## config.mk

```make
export PLATFORM = sky130hd
export DESIGN_NAME = svp_queue
export DESIGN_NICKNAME = d
export VERILOG_FILES = /design/src/rtl/svp_pkg.sv /design/src/rtl/svp_queue.sv
export SDC_FILE = /design/constraint.sdc
export NUM_CORES = 1
export LEC_CHECK = 0
export ABC_AREA = 1
export BUFFER_PORTS_ARGS = -buffer_cell sky130_fd_sc_hd__buf_4
export CORE_UTILIZATION = 62
export CTS_CLUSTER_DIAMETER = 60
export DETAILED_ROUTE_END_ITERATION = 7
export PLACE_DENSITY = 0.85
export SYNTH_ARGS = -nofsm -noshare
export SYNTH_HDL_FRONTEND = slang
export SYNTH_SLANG_ARGS = --single-unit
```

## constraint.sdc

```tcl
create_clock -name clk -period 7.4 [get_ports clk]
set_input_delay 0.37 -clock clk [delete_from_list [all_inputs] [get_ports clk]]
set_output_delay 0.37 -clock clk [all_outputs]
set_load 0.03 [all_outputs]
```

## src/rtl/svp_pkg.sv

```systemverilog
// shared types and constants for the spatial volume and pan block
package svp_pkg;

  localparam int POS_W     = 30;
  localparam int DIFF_W    = 31;
  localparam int VEC_W     = 14;
  localparam int NEAR_W    = 30;
  localparam int FAR_W     = 31;
  localparam int VOL_W     = 8;
  localparam int SQ_W      = 62;
  localparam int SQR_W     = 61;
  localparam int PROD_W    = 45;
  localparam int DSUM_W    = 47;
  localparam int FRAC_BITS = 12;
  localparam int DOT_W     = DSUM_W - FRAC_BITS;
  localparam int ROOT_W    = 31;
  localparam int PAN_QB    = 13;
  localparam int VOL_QB    = 8;
  localparam int PAN_REM_W = DOT_W + FRAC_BITS;
  localparam int VOL_REM_W = VOL_W + FAR_W;

  localparam int PAN_CENTER = 128;
  localparam int PAN_GAIN   = 127;
  localparam int VAL_MAX    = 255;

  typedef struct packed {
    logic [SQ_W-1:0]        sq;
    logic signed [DOT_W-1:0] dot;
    logic [NEAR_W-1:0]      near_dist;
    logic [FAR_W-1:0]       far_dist;
    logic [VOL_W-1:0]       near_volume;
  } q_entry_t;

endpackage

```

## src/rtl/svp_queue.sv

```systemverilog
// short word queue between front and back
module svp_queue #(
  parameter int DEPTH = 4
) (
  input  logic              clk,
  input  logic              rst,
  input  logic              push,
  input  svp_pkg::q_entry_t push_data,
  output logic              full,
  input  logic              pop,
  output svp_pkg::q_entry_t pop_data,
  output logic              empty
);
  import svp_pkg::*;

  localparam int PTR_W = $clog2(DEPTH);
  localparam int CNT_W = $clog2(DEPTH + 1);

  q_entry_t           mem [0:DEPTH-1];
  logic [PTR_W-1:0]   wr_ptr, rd_ptr;
  logic [CNT_W-1:0]   count;

  assign full     = count == CNT_W'(DEPTH);
  assign empty    = count == '0;
  assign pop_data = mem[rd_ptr];

  always_ff @(posedge clk) begin
    if (rst) begin
      wr_ptr <= '0;
      rd_ptr <= '0;
      count  <= '0;
    end else begin
      if (push) begin
        wr_ptr <= (wr_ptr == PTR_W'(DEPTH - 1)) ? '0 : wr_ptr + 1'b1;
      end
      if (pop) begin
        rd_ptr <= (rd_ptr == PTR_W'(DEPTH - 1)) ? '0 : rd_ptr + 1'b1;
      end
      if (push && !pop) begin
        count <= count + 1'b1;
      end else if (pop && !push) begin
        count <= count - 1'b1;
      end
    end
  end

  always_ff @(posedge clk) begin
    if (push) begin
      mem[wr_ptr] <= push_data;
    end
  end

`ifndef ASSERT_OFF
  a_count_range: assert property (@(posedge clk) disable iff (rst)
    count <= CNT_W'(DEPTH)) else $error("queue count beyond depth");
  a_no_push_full: assert property (@(posedge clk) disable iff (rst)
    full |-> !push) else $error("push into full queue");
  a_no_pop_empty: assert property (@(posedge clk) disable iff (rst)
    empty |-> !pop) else $error("pop from empty queue");
  a_ptr_gap: assert property (@(posedge clk) disable iff (rst)
    (empty || full) |-> (wr_ptr == rd_ptr)) else $error("pointers out of step");
`endif

endmodule

```

# ---- Word-level counts from Yosys, hierarchy flattened
# Memory sizes are Yosys's and may differ from the RTL's. A register that Yosys moved wholly into a read port is not among the register bits.
# Cells that the tools add are included.
dict set report word_totals {
  output_inout_bits 168
  ram_bits 664
  reg_bits 7
  n_memories 1
}
dict set report classes {
  muxes 8
  n_reduce_logical 6
  n_eq_ne 3
  add_sub_neg 4
}
# memory depth word_bits rd rd_clocked_by_memory_dff wr line
set mem_list {}
lappend mem_list {mem 4 166 1 1 1 svp_queue.sv:19} ;# q_entry_t mem [0:DEPTH-1];
# op count
set op_table {}
lappend op_table {{$mux 2} 4}
lappend op_table {{$mux 3} 2}
lappend op_table {{$add 2x1->2 const B} 2}
lappend op_table {{$eq 2x2->1 const B} 2}
lappend op_table {{$add 3x1->3 const B} 1}
lappend op_table {{$eq 3x3->1 const B} 1}
lappend op_table {{$logic_not 3->1} 1}
lappend op_table {{$sub 3x1->3 const B} 1}
lappend op_table {{$logic_and 1x1->1} 2}
lappend op_table {{$logic_not 1->1} 2}
lappend op_table {{$mux 1} 2}
lappend op_table {{$reduce_bool 2->1} 1}

# ---- Logic depth before layout (Yosys ltp)
dict set report logic_depth {
  depth_word 4
  mapped_depth 10
}

# ---- Worst setup path after synthesis
# Ideal clock, no wire load.
dict set report synth_path {
  kind {reg2reg}
  startpoint {reg wr_ptr[0]}
  endpoint {mem mem[3][0] in the netlist's numbering (enable)}
  setup_ns 0.518
  arrival_time_ns 3.783
  required_ns 6.882
  path_stages_with_launch 4
  setup_slack_ns 3.099
  path_cell_list {dfxtp_1 -> ha_1 -> nand2_1 -> inv_1}
}
# item line
set synth_lines {}
lappend synth_lines {{start, declared} svp_queue.sv:20} ;# logic [PTR_W-1:0] wr_ptr, rd_ptr;
lappend synth_lines {{start signal, assigned} svp_queue.sv:34} ;# wr_ptr <= (wr_ptr == PTR_W'(DEPTH - 1)) ? '0 : wr_ptr + 1'b1;
lappend synth_lines {{end, declared} svp_queue.sv:19}
# Straight into the memory's write port.

==> impl_results.md <==
- FP Rows: 73
- Maximum clock rate: 227 MHz
- DP Wirelength: 30.8 mm
- Syn. warnings: 0
- Clk pwr share: 37.7%
- Post-synth EDFFs: 664
- PD cells: 287 mW/mm²
- Max Cap Violations: 0
- Worst reg2reg path depth: 4
- Die area: 0.0412 mm²
- Synth top area share: 79.7%
- Area growth syn-to-layout: 26.3%
- Setup TNS: 0 ns
- Finish-stage setup viols: 0
- First drt pass iteration count: 5
- Clock latency at the later pin of the worst-skew pair: 0.58 ns
- IO Port Bufs: 337
- Status: finished clean
- Core area: 0.0397 mm²
- Die height: 203 µm
- Mean area per synthesized cell: 15.0 µm²
- Critical path data arrival time: 4.04 ns
- Worst setup EP type: output pin
- Routed wire length: 64.8 mm
- RSZ-0062 raised after global routing: false
- Fin Clk Skew: 0.0209 ns
- Ys flop type: edfxtp_1
- Min-Delay Path Class: input port to flop
- DRC viols: 0
- Switching part of the total: 25.5%
- Grt ovf: 0
- Sequential fraction of the synthesis area: 80.4%
- Pin count of the biggest net entering global routing: 131
- I/O pin cnt: 338
- Worst Setup Start Kind: flop
- Static leakage: 0.0111 µW
- Combinational Power Share: 13.5%
- Setup repair bufs after CTS: 0
- Worst Path Required: 7.03 ns
- Hold WS: 0.0235 ns
- All-Layer GR Usage: 31.4%
- Die X: 203 µm
- Antenna violations before repair: 2
- Relative slew slack: 26.4%
- Clock slew at reported path FFs: 0.07 ns
- Tcrit/Tclk final: 59.6%
- Final nets: 2,319
- Kind of critical path: flop to output pin
- Vias in the first global route: 17,010
- Slew at the pin with the worst max-slew slack: 1.10 ns
- Worst-path maximum fanout: 100
- Worst vdd ir: 0.320 mV
- CTS Buf Count: 67
- WL/cell: 23.8 µm
- Vias/cell: 6.15
- Final ANT Viol Nets: 0
- Ys async rst share: 0%
- Hold Path Depth: 1
- Netlist Area Pre-Place: 0.0250 mm²
- Share of cells above drive strength 1: 21.2%
- Routability-driven placement congestion ratio: 0.759
- First-pass GRT wire length: 96.8 mm
- Initial cell density of the core: 63.0%
- Final Hold Viols: 0
- #FFs+latches synth: 673
- CTS Buffer Depth: 3
- Int Power: 6740 µW
- Sink Count: 673
- CTS root buf: clkbuf_16
- Sw Pwr: 2310 µW
- Slew Viols, Final: 0
- DR iter-0 viols: 1,638
- Synth Net Count: 1,841
- Post-synth top area cell: edfxtp_1
- Period minus WS final: 4.41 ns
- CTS H-Tree Depth: 3
- Register share of total power: 48.8%
- Post-Syn Instances: 1,664
- CTS tree: built
- Top cells by area, synth: edfxtp_1 80%, o21ai_0 6.2%, nor2_1 5.1%
- Yosys cell types: 22
- Min-delay src: push_data[116]
- Worst reg2reg path startpoint: wr_ptr[0]$_SDFFE_PP0P_
- Vias: 16,725
==> repair_timing <==
| item | 4_1_cts | 5_1_grt |
|---|---|---|
| hold endpoints to repair | 664 | 0 |
| endpoints found under the setup margin | 0 | 0 |
| hold buffers | 166 | 0 |
| gates resized for setup | 0 | 0 |
==> synth_stat cells, types with 9 or more instances <==
library cell	instances
o22ai_1	156
clkbuf_1	53
dfxtp_1	9
o21ai_1	26
o22ai_2	10
buf_6	15
edfxtp_1	664
o21ai_0	309
buf_4	9
nor2_1	340
buf_2	30
inv_1	15
==> layout by cell type, fill, tap and decap left out <==
cell / Yosys / layout
clkinvlp_4: 0 / 1
clkbuf_1: 53 / 6
edfxtp_1: 664 / 664
bufinv_16: 0 / 7
dfxtp_1: 9 / 7
a21oi_1: 3 / 3
clkinv_8: 0 / 2
inv_6: 1 / 5
inv_1: 15 / 10
clkinv_4: 0 / 2
nor2_1: 340 / 340
clkinv_2: 0 / 11
clkinv_1: 0 / 18
clkbuf_16: 0 / 70
nand2_1: 8 / 8
inv_8: 0 / 1
dfxtp_4: 0 / 2
dlygate4sd3_1: 0 / 166
ha_1: 6 / 6
nor3_1: 4 / 4
diode_2: 0 / 2
o21ai_1: 26 / 26
inv_4: 0 / 1
buf_4: 9 / 352
o21ai_0: 309 / 309
o22ai_2: 10 / 10
xor2_1: 1 / 1
nand4_1: 1 / 1
nand3_1: 1 / 1
fa_1: 1 / 1
o22ai_1: 156 / 156
==> through the flow <==
step           utilization (%)  cells  worst slack, ns  instance area [µm²]  total power (µW)
2_1_floorplan                -   1664             3.10                25000              5150
3_3_place_gp              69.8   2432             4.03                27800              5550
3_5_place_dp              69.8   2432             3.82                27800              5590
4_1_cts                   79.5   2716             3.10                31600              8990
5_1_grt                   79.5   2717             2.83                31600              9270
6_report                  79.5   2718             2.99                31600              9050
==> final cells by class <==
class	count	area, µm²
tap	525	657
sequential	673	20100
fill	1924	8140
inverter	16	90.1
antenna	2	5.00
timing repair buffer	518	4300
multi-input combinational	866	4230
clock buffer	76	1770
clock inverter	42	399
==> final timing paths <==
| kind | slack [ns] | to |
|---|---|---|
| max | 2.99 | pop_data[27] |
| min | 0.02 | mem[0][116]$_DFFE_PP_ |
| max reg2reg | 4.35 | mem[3][70]$_DFFE_PP_ |
| min reg2reg | 0.55 | wr_ptr[1]$_SDFFE_PP0P_ |
==> per-layer routing <==
layer  routed length [µm]  vias to the layer above  part of all wire, %  global-route usage (%)
met1                22400                     8232                   35                    38.2
met5                    0                        -                    0                       0
met3                 6180                      150                  9.5                    6.31
met4                 2070                        0                  3.2                    11.8
li1                     -                     7265                    -                       -
met2                34200                     1078                   53                    55.5
==> worst max-delay path, stage by stage (launching register included) <==
cell     delay, ns
dfxtp_4       0.69
buf_4         0.88
buf_4         0.86
o21ai_0       0.32
o22ai_1       0.35
buf_4         0.23
==> flip-flops by register name, indices dropped and copies added, names as in the netlist, named ones only <==
signal  flops
mem       664
count       3
rd_ptr      2
wr_ptr      2
==> power by group through the flow <==
stage          clock network [µW]  registers (µW)  logic, µW
5_1_grt                      3560            4430       1280
3_5_place_dp                    0            4490       1100
4_1_cts                      3390            4410       1190
3_3_place_gp                    0            4480       1070
2_1_floorplan                   0            4490        658
6_report                     3410            4420       1220
==> cell families (layout without fill, tap and decap cells) <==
| logic type | Yosys count | in the layout | share of synthesized area [%] |
|---|---|---|---|
| adder cells (fa/ha/maj) | 7 | 7 | 0.380 |
| other | 0 | 2 | 0 |
| flip-flops | 673 | 673 | 80.4 |
| buffers and inverters | 125 | 652 | 2.64 |
| XOR/XNOR | 1 | 1 | 0.0350 |
| AND/OR/NAND/NOR | 354 | 354 | 5.35 |
| AO/OA/AOI/OAI | 504 | 504 | 11.2 |
Power figures use the tool's default switching activity.
